==> src/rtl/fit_policy_block_allocator_assert.svh <==
`ifndef FIT_POLICY_BLOCK_ALLOCATOR_ASSERT_SVH
`define FIT_POLICY_BLOCK_ALLOCATOR_ASSERT_SVH

// same-cycle implication under synchronous active-low reset
`define FPBA_ASSERT_NOW(lbl, clk, rstn, ante, cons) \
  lbl: assert property (@(posedge clk) disable iff (!(rstn)) (ante) |-> (cons)) \
    else $error("fpba assertion failed");

// next-cycle implication under synchronous active-low reset
`define FPBA_ASSERT_NEXT(lbl, clk, rstn, ante, cons) \
  lbl: assert property (@(posedge clk) disable iff (!(rstn)) (ante) |=> (cons)) \
    else $error("fpba assertion failed");

`endif

==> src/rtl/fpba_pkg.sv <==
package fpba_pkg;

  localparam int BLOCKS_DEF     = 16;
  localparam int SIZE_WIDTH_DEF = 16;

  localparam int OP_W     = 1;
  localparam int BIDX_W   = 4;
  localparam int SVAL_W   = 16;
  localparam int MODE_W   = 2;
  localparam int BCNT_W   = 5;
  localparam int CFG_IDX_W = 2;
  localparam int CFG_DAT_W = 5;

  localparam logic [OP_W-1:0] OP_LOAD    = 1'b0;
  localparam logic [OP_W-1:0] OP_REQUEST = 1'b1;

  localparam logic [MODE_W-1:0] FIT_FIRST = 2'd0;
  localparam logic [MODE_W-1:0] FIT_WORST = 2'd1;
  localparam logic [MODE_W-1:0] FIT_BEST  = 2'd2;

  localparam logic [CFG_IDX_W-1:0] CFG_FIT_MODE    = 2'd0;
  localparam logic [CFG_IDX_W-1:0] CFG_BLOCK_COUNT = 2'd1;

  localparam logic [MODE_W-1:0] FIT_MODE_RST    = FIT_FIRST;
  localparam logic [BCNT_W-1:0] BLOCK_COUNT_RST = 5'd16;

  typedef enum logic [1:0] {
    ST_IDLE,
    ST_SCAN,
    ST_WRITE
  } fpba_state_t;

endpackage

==> src/rtl/fit_policy_block_allocator.sv <==
// Fit-policy block allocator.
// Input channel (in_valid/in_ready) takes load and request items. A load
// writes one entry of the free-size table in its accept cycle and gives no
// result. A request scans entries 0 .. limit-1 (limit = block_count capped at
// BLOCKS) through one RAM read port and one compare unit, one entry a cycle,
// then writes back the chosen entry and loads the output register.
// A request is accepted in idle, scanned in the scan state and finished in the
// write-back state; the next item is taken only once the block is back in
// idle. The scan length, set by the single RAM read port, sets the rate.
// Config channel (cfg_valid/cfg_ready) is always ready; index 0 fit_mode,
// index 1 block_count. Write it only while the block is idle.
// Output channel (out_valid/out_ready) holds its item until taken. A stalled
// receiver holds the block in its write-back state, so no new item is taken.
// Reset (rst_n low, synchronous) returns to idle, clears out_valid and sets
// fit_mode to first fit and block_count to 16. Table contents are not
// cleared; entries must be loaded before they are searched.
module fit_policy_block_allocator
  import fpba_pkg::*;
#(
  parameter int BLOCKS     = BLOCKS_DEF,
  parameter int SIZE_WIDTH = SIZE_WIDTH_DEF
) (
  input  logic                 clk,
  input  logic                 rst_n,
  input  logic                 in_valid,
  output logic                 in_ready,
  input  logic [OP_W-1:0]      in_op,
  input  logic [BIDX_W-1:0]    in_block_index,
  input  logic [SVAL_W-1:0]    in_size_value,
  input  logic                 in_final_request,
  output logic                 out_valid,
  input  logic                 out_ready,
  output logic                 out_granted,
  output logic [BIDX_W-1:0]    out_chosen_block,
  output logic [SVAL_W-1:0]    out_fragment_left,
  output logic                 out_batch_end,
  input  logic                 cfg_valid,
  output logic                 cfg_ready,
  input  logic [CFG_IDX_W-1:0] cfg_index,
  input  logic [CFG_DAT_W-1:0] cfg_data
);

  localparam int IDX_W = $clog2(BLOCKS);
  localparam int CNT_W = $clog2(BLOCKS + 1);
  localparam int LW    = (CNT_W > BCNT_W) ? CNT_W : BCNT_W;

  fpba_state_t state_r, state_nxt;

  logic [MODE_W-1:0]     fit_mode_r;
  logic [BCNT_W-1:0]     block_count_r;
  logic [CNT_W-1:0]      limit_r, limit_nxt;
  logic [CNT_W-1:0]      scan_ptr_r, scan_ptr_nxt;
  logic                  cmp_vld_r;
  logic [IDX_W-1:0]      cmp_idx_r;
  logic [SIZE_WIDTH-1:0] req_r, req_nxt;
  logic                  fin_r, fin_nxt;
  logic                  found_r, found_nxt;
  logic [IDX_W-1:0]      pick_r, pick_nxt;
  logic [SIZE_WIDTH-1:0] best_r, best_nxt;
  logic                  out_valid_r;
  logic                  out_granted_r;
  logic [BIDX_W-1:0]     out_chosen_r;
  logic [SVAL_W-1:0]     out_frag_r;
  logic                  out_batch_r;

  logic                  in_fire, load_fire, req_fire, load_hit;
  logic                  issue, fire_out, fit, better, take;
  logic [LW-1:0]         bc_ext, blocks_ext;
  logic [IDX_W+BIDX_W-1:0]      load_idx_ext;
  logic [IDX_W-1:0]             load_addr;
  logic [SIZE_WIDTH+SVAL_W-1:0] size_ext;
  logic [SIZE_WIDTH-1:0]        size_in;
  logic [SIZE_WIDTH-1:0]        frag;
  logic [SIZE_WIDTH+SVAL_W-1:0] frag_ext;
  logic [IDX_W+BIDX_W-1:0]      pick_ext;

  logic                  ram_we;
  logic [IDX_W-1:0]      ram_waddr;
  logic [SIZE_WIDTH-1:0] ram_wdata;
  logic [IDX_W-1:0]      ram_raddr;
  logic [SIZE_WIDTH-1:0] ram_rdata;

  fpba_ram #(
    .WIDTH(SIZE_WIDTH),
    .DEPTH(BLOCKS)
  ) u_table (
    .clk  (clk),
    .we   (ram_we),
    .waddr(ram_waddr),
    .wdata(ram_wdata),
    .raddr(ram_raddr),
    .rdata(ram_rdata)
  );

  assign in_fire      = in_valid && in_ready;
  assign load_fire    = in_fire && (in_op == OP_LOAD);
  assign req_fire     = in_fire && (in_op == OP_REQUEST);
  assign load_idx_ext = {{IDX_W{1'b0}}, in_block_index};
  assign load_addr    = load_idx_ext[IDX_W-1:0];
  assign load_hit     = load_idx_ext < (IDX_W + BIDX_W)'(BLOCKS);
  assign size_ext     = {{SIZE_WIDTH{1'b0}}, in_size_value};
  assign size_in      = size_ext[SIZE_WIDTH-1:0];

  assign bc_ext     = LW'(block_count_r);
  assign blocks_ext = LW'(BLOCKS);

  always_comb begin
    if (bc_ext > blocks_ext) begin
      limit_nxt = blocks_ext[CNT_W-1:0];
    end else begin
      limit_nxt = bc_ext[CNT_W-1:0];
    end
  end

  assign issue    = (state_r == ST_SCAN) && (scan_ptr_r < limit_r);
  assign fire_out = (state_r == ST_WRITE) && (!out_valid_r || out_ready);

  assign fit    = ram_rdata >= req_r;
  assign better = !found_r
               || ((fit_mode_r == FIT_WORST) && (ram_rdata > best_r))
               || ((fit_mode_r == FIT_BEST) && (ram_rdata < best_r));
  assign take   = cmp_vld_r && fit && better;

  assign frag     = best_r - req_r;
  assign frag_ext = {{SVAL_W{1'b0}}, frag};
  assign pick_ext = {{BIDX_W{1'b0}}, pick_r};

  always_comb begin
    state_nxt = state_r;
    case (state_r)
      ST_IDLE: begin
        if (req_fire) begin
          state_nxt = ST_SCAN;
        end
      end
      ST_SCAN: begin
        if (!issue && !cmp_vld_r) begin
          state_nxt = ST_WRITE;
        end
      end
      ST_WRITE: begin
        if (fire_out) begin
          state_nxt = ST_IDLE;
        end
      end
      default: state_nxt = ST_IDLE;
    endcase
  end

  always_comb begin
    in_ready  = 1'b0;
    ram_we    = 1'b0;
    ram_waddr = load_addr;
    ram_wdata = size_in;
    ram_raddr = scan_ptr_r[IDX_W-1:0];
    case (state_r)
      ST_IDLE: begin
        in_ready = 1'b1;
        ram_we   = load_fire && load_hit;
      end
      ST_SCAN: begin
        ram_we = 1'b0;
      end
      ST_WRITE: begin
        ram_we    = fire_out && found_r;
        ram_waddr = pick_r;
        ram_wdata = frag;
      end
      default: begin
        in_ready = 1'b0;
      end
    endcase
  end

  always_comb begin
    scan_ptr_nxt = scan_ptr_r;
    req_nxt      = req_r;
    fin_nxt      = fin_r;
    found_nxt    = found_r;
    pick_nxt     = pick_r;
    best_nxt     = best_r;
    if (req_fire) begin
      scan_ptr_nxt = '0;
      req_nxt      = size_in;
      fin_nxt      = in_final_request;
      found_nxt    = 1'b0;
    end else begin
      if (issue) begin
        scan_ptr_nxt = scan_ptr_r + 1'b1;
      end
      if (take) begin
        found_nxt = 1'b1;
        pick_nxt  = cmp_idx_r;
        best_nxt  = ram_rdata;
      end
    end
  end

  always_ff @(posedge clk) begin
    if (!rst_n) begin
      state_r       <= ST_IDLE;
      fit_mode_r    <= FIT_MODE_RST;
      block_count_r <= BLOCK_COUNT_RST;
      cmp_vld_r     <= 1'b0;
      found_r       <= 1'b0;
      out_valid_r   <= 1'b0;
    end else begin
      state_r   <= state_nxt;
      cmp_vld_r <= issue;
      found_r   <= found_nxt;
      if (cfg_valid) begin
        case (cfg_index)
          CFG_FIT_MODE:    fit_mode_r    <= cfg_data[MODE_W-1:0];
          CFG_BLOCK_COUNT: block_count_r <= cfg_data[BCNT_W-1:0];
          default:         fit_mode_r    <= fit_mode_r;
        endcase
      end
      if (fire_out) begin
        out_valid_r <= 1'b1;
      end else if (out_ready) begin
        out_valid_r <= 1'b0;
      end
    end
  end

  always_ff @(posedge clk) begin
    scan_ptr_r <= scan_ptr_nxt;
    cmp_idx_r  <= scan_ptr_r[IDX_W-1:0];
    req_r      <= req_nxt;
    fin_r      <= fin_nxt;
    pick_r     <= pick_nxt;
    best_r     <= best_nxt;
    if (req_fire) begin
      limit_r <= limit_nxt;
    end
    if (fire_out) begin
      out_granted_r <= found_r;
      out_chosen_r  <= found_r ? pick_ext[BIDX_W-1:0] : '0;
      out_frag_r    <= found_r ? frag_ext[SVAL_W-1:0] : '0;
      out_batch_r   <= fin_r;
    end
  end

  assign cfg_ready         = 1'b1;
  assign out_valid         = out_valid_r;
  assign out_granted       = out_granted_r;
  assign out_chosen_block  = out_chosen_r;
  assign out_fragment_left = out_frag_r;
  assign out_batch_end     = out_batch_r;

`include "fit_policy_block_allocator_assert.svh"

  `FPBA_ASSERT_NOW(a_nogrant_zero, clk, rst_n, out_valid && !out_granted, (out_chosen_block == '0) && (out_fragment_left == '0))
  `FPBA_ASSERT_NEXT(a_req_scans, clk, rst_n, req_fire, (state_r == ST_SCAN) && !found_r)
  `FPBA_ASSERT_NOW(a_pick_in_range, clk, rst_n, (state_r == ST_WRITE) && found_r, CNT_W'(pick_r) < limit_r)
  `FPBA_ASSERT_NOW(a_no_write_in_scan, clk, rst_n, state_r == ST_SCAN, !ram_we && !in_ready)

endmodule

==> src/rtl/fpba_ram.sv <==
module fpba_ram
  import fpba_pkg::*;
#(
  parameter int WIDTH = SIZE_WIDTH_DEF,
  parameter int DEPTH = BLOCKS_DEF
) (
  input  logic                     clk,
  input  logic                     we,
  input  logic [$clog2(DEPTH)-1:0] waddr,
  input  logic [WIDTH-1:0]         wdata,
  input  logic [$clog2(DEPTH)-1:0] raddr,
  output logic [WIDTH-1:0]         rdata
);

  logic [WIDTH-1:0] mem [DEPTH];

  always_ff @(posedge clk) begin
    if (we) begin
      mem[waddr] <= wdata;
    end
    rdata <= mem[raddr];
  end

endmodule

==> config.mk <==
export PLATFORM = sky130hd
export DESIGN_NAME = fit_policy_block_allocator
export DESIGN_NICKNAME = d
export VERILOG_FILES = /design/src/rtl/fpba_pkg.sv /design/src/rtl/fit_policy_block_allocator.sv /design/src/rtl/fpba_ram.sv
export VERILOG_INCLUDE_DIRS = /design/src /design/src/rtl
export SDC_FILE = /design/constraint.sdc
export NUM_CORES = 1
export LEC_CHECK = 0
export BUFFER_PORTS_ARGS = -buffer_cell sky130_fd_sc_hd__buf_2
export CORE_MARGIN = 10
export CORE_UTILIZATION = 54
export CTS_CLUSTER_DIAMETER = 30
export CTS_CLUSTER_SIZE = 12
export DETAILED_ROUTE_END_ITERATION = 12
export PLACE_DENSITY = 0.74
export SYNTH_ARGS = -nofsm -noshare
export SYNTH_HDL_FRONTEND = slang
export SYNTH_SLANG_ARGS = --single-unit
==> constraint.sdc <==
create_clock -name clk -period 4.8 [get_ports clk]
set_input_delay 0.48 -clock clk [delete_from_list [all_inputs] [get_ports clk]]
set_output_delay 0.48 -clock clk [all_outputs]
set_load 0.01 [all_outputs]
==> results of run 1 <==
[final timing paths]
| kind | cells past startpoint | endpoint | slack [ps] | start |
|---|---|---|---|---|
| worst min-delay path | 2 | bc_ext[4] | 80 | rst_n |
| worst min register to register | 0 | pick_r[1] | 400 | cmp_idx_r[1] |
| worst max-delay path | 7 | best_r[1] | 1410 | best_r[1] |
| worst max register to register | 7 | best_r[1] | 1410 | best_r[1] |
[routing by layer]
layer	wire length [um]	global-route usage, %
met1	13100	25.5
met2	16700	33.6
met3	2740	4.00
met5	0	0
met4	1100	7.71
[power groups by stage]
stage	combinational (W)	sequential [W]	clock (W)
global placement	0.00132	0.00385	0
finish	0.00138	0.00380	0.00420
CTS	0.00139	0.00380	0.00425
floorplan	0.00119	0.00371	0
global route	0.00150	0.00382	0.00440
detailed placement	0.00136	0.00386	0
[final cells by class]
class / instances / area share [%]
multi-input combinational: 417 / 23.5
inverter: 47 / 0.996
sequential: 357 / 58.5
clock buffer: 61 / 8.38
timing repair buffer: 94 / 3.18
clock inverter: 48 / 3.00
tap: 341 / 2.41
[cells in the final DEF, fill, tap and decap left out, types with 3 or more instances in the layout]
master,instances
a211oi_1,5
xor2_1,6
a31oi_1,4
o211ai_1,4
clkinv_4,6
clkinvlp_4,10
nor2b_1,11
nor3b_1,3
clkinv_2,10
clkbuf_16,59
bufinv_16,7
clkinv_1,4
and3_1,4
nor2_2,14
mux4_1,13
buf_4,37
a21o_1,7
o31ai_1,4
nand3_1,13
o21ai_0,19
buf_2,57
nor2_1,36
nor3_1,4
mux2i_1,12
inv_6,8
and2_1,7
nand4_1,5
inv_1,46
o21ai_1,8
xnor2_1,8
edfxtp_1,320
nand2b_1,10
nand2_1,45
mux4_2,67
a21oi_1,32
nand3b_1,3
dfxtp_1,35
ha_1,52
[critical path, stage by stage, from the launching register on]
cell	delay (ps)
edfxtp_1	400
inv_1	120
ha_1	250
a21oi_1	160
o21ai_0	160
a2111oi_0	610
nand3b_1	230
a311oi_4	1070
[flip-flops by register name (all words and copies together), names as in the netlist, 4 cells and up]
name / flops
scan_ptr_r: 5
u_table.mem: 256
u_table.rdata: 16
pick_r: 4
req_r: 16
out_chosen_block: 4
limit_r: 5
cmp_idx_r: 4
out_fragment_left: 16
best_r: 16
bc_ext: 5
[through the flow]
stage	cell area (sq um)	hold WS (ps)	utilization [%]
floorplan	14900	355	-
finish	17700	76.7	65.5
CTS	17700	55.4	65.5
detailed placement	15700	389	58.1
global placement	15700	386	58.1
global route	17700	63.5	65.5
[kinds of logic (layout without fill, tap and decap cells)]
kind of cell             count (synthesis)  after routing  synth area share (%)
AO/OA/AOI/OAI                           98             98                  4.02
XOR/XNOR                                14             14                 0.825
adder cells (fa/ha/maj)                 53             53                  4.51
buffers and inverters                   78            250                  2.68
flip-flops                             357            357                  69.6
multiplexers                            92             92                  13.3
other                                    1              1                0.0252
AND/OR/NAND/NOR                        159            159                  5.05
==> flow_summary.json, run 1 <==
{
  "root_buffer": "clkbuf_16",
  "hold_buffers": 0,
  "grt_max_degree": 39,
  "dp_slack_ps": 1430,
  "syn_area_sq_mm": 0.0149,
  "outcome": "complete, no violations",
  "row_count": 60,
  "switchingPower_w": 0.00240,
  "leakage_nw": 6.30,
  "grt_pass1_wl_mm": 51.3,
  "yosysMostFrequentCell": "edfxtp_1",
  "gp_congestion": 0.876,
  "path_clk_slew_ps": 50,
  "cp.arrival_ps": 3580,
  "period_needed_ps": 3390,
  "die_area_sq_mm": 0.0346,
  "fin_nets": 1063,
  "ys_ff_latch": 357,
  "fillers": 1762,
  "tightest_slew_ps": 1230,
  "yosysSeqAreaShare_pct": 69.6,
  "grt_pass1_vias": 8608,
  "relSlewSlack_pct": 17.5,
  "cts_made_buffers": 59,
  "regArea_sq_mm": 0.0104,
  "cts_sinks": 357,
  "drt_iter0_markers": 625,
  "syn_inst": 852,
  "cts_setup_buffers": 0,
  "clk_latency_ps": 580,
  "period_share_pct": 70.7,
  "comb_power_share_pct": 14.7,
  "crit_required_ps": 4980,
  "synth.net_count": 939,
  "path_max_fanout": 20,
  "power.internal_w": 0.00697,
  "areaGrowthSynthToFinish_pct": 19.1,
  "synth-edff-count": 320,
  "ios": 59,
  "yosysTopAreaCell": "edfxtp_1",
  "setup_ws_ps": 1410,
  "yosysWarnings": 0,
  "instances_no_fill": 1365,
  "core-area_sq_mm": 0.0270,
  "place_inst": 1256,
  "cts_tree": "done",
  "synth_common_cells": "edfxtp_1, mux4_2, ha_1",
  "grt_usage_pct": 20.1,
  "wl_per_cell_um": 24.6,
  "first_pass_iters": 5,
  "setup_viol": 0,
  "antenna_found_initial": 0,
  "hold_viol": 0,
  "drc": 0,
  "drive_above_1_share_pct": 27.5,
  "irDropWorstVdd_mv": 0.323,
  "n_antenna_cell": 0,
  "critPathKind": "reg2reg",
  "finalMaxSlewViolations": 0,
  "end_kind": "register",
  "initial_core_util_pct": 55.0,
  "portBuffers": 57,
  "drtAntennaViolNets": 0,
  "rsz0062_at_grt": "false",
  "p_total_w": 0.00937,
  "vias_per_cell": 5.97,
  "async_reset_ff_share_pct": 0,
  "cts_resized": 0,
  "maxCapViolCount": 0,
  "cts_max_level": 2,
  "tns_ps": 0,
  "wirelength_mm": 33.6,
  "yosysUniqueCellTypes": 54,
  "pwr-share-clk_pct": 44.8,
  "dominantRegCellSynth": "edfxtp_1",
  "synth_top_area_share_pct": 64.7,
  "fp.dieW_um": 186,
  "ctsLongestPathBuffers": 3,
  "p_sw_share_pct": 25.6,
  "avgSynthCellArea_sq_um": 17.4,
  "yosys-top-cells-area": "edfxtp_1, mux4_2, dfxtp_1",
  "start_kind": "register",
  "hp-class": "in2reg",
  "dp_hpwl_mm": 19.4,
  "num_vias": 8147,
  "pwr-share-seq_pct": 40.5,
  "fmax_mhz": 295,
  "clock_skew_ps": 18.7,
  "power_density_mw_per_mm2": 529,
  "grt.overflow.total": 0,
  "die_h_um": 186,
  "multi_input_area_sq_mm": 0.00417
}
(Power assumes the default switching activity.)
==> run 2, diff against run 1 <==
clock period = 3.5 ns   (was 4.8 ns; I/O delays follow)
==> run 2 against run 1 <==
Against the previous run:
- count of clock-buffer cells in the layout up 6
- flip-flop and latch count unchanged
- maximum frequency rose by 11%
- worst hold slack worse by 66 ps
- largest power group unchanged
- sequential power grew 36%
- combinational power rose by 44%
- critical path type unchanged
- die area unchanged
- first-iteration DRC count increased by 7.7%
- highest routed layer unchanged
- power increased by 40%
- clock power is 42% higher
- critical path depth is 1 higher
==> flow_summary.json, run 2 (synthesized netlist as in run 1, its figures left out) <==
{
  "power_density_mw_per_mm2": 725,
  "path_cells": "inv_1 > ha_1 > nor2b_1 > o2111ai_1 > a211oi_1 > and3b_1 > xor2_1 > o21ai_1",
  "whs_path_depth": 1,
  "cts_resized": 0,
  "areaGrowthSynthToFinish_pct": 21.4,
  "cts_made_buffers": 57,
  "outcome": "complete, no violations",
  "end_kind": "register",
  "p_total_w": 0.0131,
  "comb_power_share_pct": 15.2,
  "core-area_sq_mm": 0.0270,
  "pwr-share-seq_pct": 39.4,
  "path_max_fanout": 16,
  "cts_tree": "done",
  "hold_ws_ps": 10.7,
  "reg2regPathDepth": 8,
  "ios": 59,
  "dp_hpwl_mm": 19.1,
  "period_share_pct": 87.4,
  "drive_above_1_share_pct": 27.1,
  "grt_pass1_wl_mm": 50.6,
  "gp_congestion": 0.874,
  "p_sw_share_pct": 24.6,
  "drt_iter0_markers": 673,
  "fmax_mhz": 327,
  "reg2reg_to": "u_table.mem[0][11]",
  "die_area_sq_mm": 0.0346,
  "largest_reg_flops": 256,
  "root_buffer": "clkbuf_16",
  "crit_slowest_cell": "o21ai_1",
  "portBuffers": 57,
  "cts_max_level": 2,
  "slowest_delay_ps": 790,
  "irDropWorstVdd_mv": 0.372,
  "wl_per_cell_um": 23.9,
  "drc": 0,
  "layout_commonest_cell": "edfxtp_1",
  "grt_pass1_vias": 8581,
  "fin_nets": 1086,
  "rr_startpoint": "req_r[1]",
  "grt_usage_pct": 19.6,
  "rsz0062_at_grt": "false",
  "grt.met1_usage_pct": 24.9,
  "grt.busiest_layer": "met2",
  "grt_max_degree": 36,
  "fin_util_pct": 66.8,
  "path_clk_slew_ps": 50,
  "clk_latency_ps": 580,
  "antenna_found_initial": 0,
  "first_pass_iters": 5,
  "clock_skew_ps": 30.6,
  "hold_viol": 0,
  "crit_required_ps": 3720,
  "final_cell_mix": "edfxtp_1, mux4_2, clkbuf_16, buf_2, ha_1",
  "ctsLongestPathBuffers": 3,
  "row_count": 60,
  "cts_sinks": 357,
  "setup_ws_ps": 442,
  "hp-class": "in2reg",
  "fp.dieW_um": 186,
  "grt_use_met2_pct": 32.6,
  "setup_viol": 0,
  "power.internal_w": 0.00987,
  "min_to": "req_r[15]",
  "start_kind": "register",
  "dp_slack_ps": 564,
  "ff2ff_setup_slack_ps": 440,
  "relSlewSlack_pct": 31.8,
  "period_needed_ps": 3060,
  "tns_ps": 0,
  "critPathKind": "reg2reg",
  "drtAntennaViolNets": 0,
  "vias_per_cell": 5.91,
  "cp.arrival_ps": 3280,
  "pwr-share-clk_pct": 45.4,
  "die_h_um": 186,
  "top_register": "u_table.mem",
  "n_antenna_cell": 0,
  "min_from": "in_size_value[15]",
  "grt.overflow.total": 0,
  "grt_use_met3_pct": 4.02,
  "maxCapViolCount": 0,
  "tightest_slew_ps": 1020,
  "finalMaxSlewViolations": 0,
  "wirelength_mm": 33.2,
  "num_vias": 8215,
  "initial_core_util_pct": 55.0,
  "leakage_nw": 6.44,
  "switchingPower_w": 0.00322
}
[run 2: repair_timing]
action	4_1_cts	5_1_grt
buffers inserted	0	0
endpoints found under the hold margin	17	0
hold buffers	18	0
[run 2: final cells by class]
class                   count  area (sq um)
well taps                 341           427
flip-flops and latches    357         10400
multi-input cells         417          4170
repair buffers            119           846
clock buffers              67          1500
inverters                  47           176
clock inverters            41           578
fillers                  1702          8980
[run 2: power by group through the flow]
stage | logic (W) | registers (W) | clock network, W
floorplan | 0.00163 | 0.00508 | 0
global placement | 0.00191 | 0.00523 | 0
detailed placement | 0.00196 | 0.00523 | 0
CTS | 0.00200 | 0.00515 | 0.00600
global route | 0.00217 | 0.00518 | 0.00620
finish | 0.00199 | 0.00516 | 0.00595
[run 2: stage by stage]
stage,cell area (sq um),std cells
after floorplan,14900,852
after global placement,15800,1263
after detailed placement,15800,1263
after CTS,18000,1389
after global routing,18000,1389
final,18000,1389
[run 2: how the worst max path moves through the flow]
stage | start | end | slack (ps) | cells after the start
global placement | req_r[1] | u_table.mem[14][11] | 600 | 8
finish | req_r[1] | u_table.mem[0][11] | 440 | 8
global route | req_r[1] | u_table.mem[2][11] | 120 | 8
detailed placement | req_r[1] | u_table.mem[12][11] | 560 | 8
CTS | req_r[1] | u_table.mem[2][11] | 500 | 8
floorplan | best_r[14] | best_r[0] | 530 | 8
[run 2: metal layers]
layer / vias to the layer above / wire length, um
met5: - / 0
met4: 0 / 995
met3: 81 / 2550
met2: 385 / 16300
met1: 4078 / 13400
li1: 3671 / -
[run 2: critical path, delay by kind of cell (launching register included)]
family / cells / cell delay [ps]
xor+xnor: 1 / 170
buf+inv: 1 / 80
fa+ha+maj: 1 / 270
compound gates: 3 / 1380
simple gates: 2 / 430
flops: 1 / 380
==> run 3, diff against run 2 <==
PLACE_DENSITY = 0.71   (was 0.74)
RECOVER_POWER = 100   (was not set)
==> run 3 against run 2 <==
Against the previous run:
- the run now ends with max-capacitance violations, max-slew violations left
- count of clock-buffer cells in the layout fell by 1
- global-route usage barely moved
- register-to-register slack got worse by 240 ps
- critical path type unchanged
- highest routed layer unchanged
==> flow_summary.json, run 3 (synthesized netlist as in run 1, its figures left out) <==
{
  "drt_iter0_markers": 640,
  "grt.overflow.total": 0,
  "path_cells": "clkbuf_1 > mux4_1 > mux4_2",
  "gp_congestion": 0.852,
  "clock_skew_ps": 19.3,
  "ios": 59,
  "hp-class": "in2reg",
  "die_area_sq_mm": 0.0346,
  "vias_per_cell": 5.82,
  "period_needed_ps": 3300,
  "rsz0062_at_grt": "false",
  "die_h_um": 186,
  "crit_slowest_cell": "clkbuf_1",
  "cts_setup_buffers": 0,
  "final_cell_mix": "edfxtp_1, mux4_2, clkbuf_1, clkbuf_16, ha_1",
  "path_max_fanout": 40,
  "irDropWorstVdd_mv": 0.486,
  "drtAntennaViolNets": 0,
  "maxCapViolCount": 4,
  "dp_hpwl_mm": 19.4,
  "fin_nets": 1094,
  "fin_util_pct": 66.4,
  "path_clk_slew_ps": 50,
  "tightest_slew_ps": 2400,
  "areaGrowthSynthToFinish_pct": 20.8,
  "grt_pass1_wl_mm": 50.5,
  "period_share_pct": 94.3,
  "grt_max_degree": 41,
  "crit_required_ps": 3920,
  "initial_core_util_pct": 55.0,
  "crit_buf_inv": 1,
  "wl_per_cell_um": 23.5,
  "n_antenna_cell": 0,
  "cts_made_buffers": 61,
  "root_buffer": "clkbuf_16",
  "layout_commonest_cell": "edfxtp_1",
  "core-area_sq_mm": 0.0270,
  "tns_ps": 0,
  "cpLargestDelayFamily": "buffers and inverters",
  "row_count": 60,
  "grt_pass1_vias": 8531,
  "outcome": "complete, but fails checks",
  "end_kind": "register",
  "cp.arrival_ps": 3720,
  "fmax_mhz": 303,
  "num_vias": 8151,
  "critPathKind": "reg2reg",
  "violations": "max-capacitance violations, max-slew violations",
  "relSlewSlack_pct": -60.1,
  "start_kind": "register",
  "setup_viol": 0,
  "cts_sinks": 357,
  "ctsLongestPathBuffers": 3,
  "hold_viol": 0,
  "grt_usage_pct": 19.5,
  "drive_above_1_share_pct": 21.7,
  "top_register": "u_table.mem",
  "drc": 0,
  "cts_max_level": 2,
  "placed_area_sq_mm": 0.0158,
  "finalMaxSlewViolations": 114,
  "power_density_mw_per_mm2": 744,
  "fp.dieW_um": 186,
  "slowest_delay_ps": 1700,
  "portBuffers": 57,
  "largest_reg_flops": 256,
  "first_pass_iters": 5,
  "design_area_sq_mm": 0.0180,
  "wirelength_mm": 32.9,
  "leakage_nw": 6.29,
  "antenna_found_initial": 0,
  "clk_latency_ps": 580,
  "cts_tree": "done"
}
run 3: where the power goes:
part / internal (W) / switching (W) / leakage (nW) / total (W)
combinational: 0.00103 / 0.000997 / 2.05 / 0.00202
clock: 0.00410 / 0.00214 / 1.05 / 0.00624
sequential: 0.00492 / 0.000169 / 3.20 / 0.00509
total: 0.0100 / 0.00331 / 6.29 / 0.0134
run 3: final timing paths:
check / from / to / slack [ps] / depth (start not counted)
min reg2reg: cmp_idx_r[3] / pick_r[3] / 400 / 0
min: cfg_data[3] / bc_ext[3] / 20 / 3
max: scan_ptr_r[1] / u_table.rdata[4] / 200 / 3
max reg2reg: scan_ptr_r[1] / u_table.rdata[4] / 200 / 3
run 3: cell type report:
class	count	area (sq um)
clock buffers	66	1570
clock inverters	49	634
fillers	1824	9070
inverters	47	176
multi-input cells	417	4150
flip-flops and latches	357	10400
well taps	341	427
repair buffers	123	654
run 3: per-stage QoR:
step	hold slack (ps)	worst slack [ps]	cells	total power [W]
after floorplan	355	526	852	0.00671
after global placement	387	434	1266	0.00713
after detailed placement	389	241	1266	0.00717
after CTS	2.02	257	1400	0.0135
after global routing	25.9	128	1400	0.0138
final	16.9	199	1400	0.0134
run 3: worst register-to-register path, delay by kind of cell (launching register included):
family,cells,cell delay [ps]
buffers and inverters,1,1700
DFF,1,360
muxes,2,1090
run 3: repair_timing:
item	4_1_cts	5_1_grt
resized for setup	0	1
hold endpoints to repair	18	0
setup endpoints to repair	0	16
hold buffers	19	0
run 3: metal layers:
layer / part of all wire, % / up-vias / track usage, % / wire length (um)
met5: 0 / - / 0 / 0
met4: 1.9 / 0 / 5.80 / 638
met3: 6.5 / 49 / 4.04 / 2120
met2: 51 / 309 / 33.3 / 16800
met1: 41 / 4108 / 24.7 / 13400
li1: - / 3685 / - / -
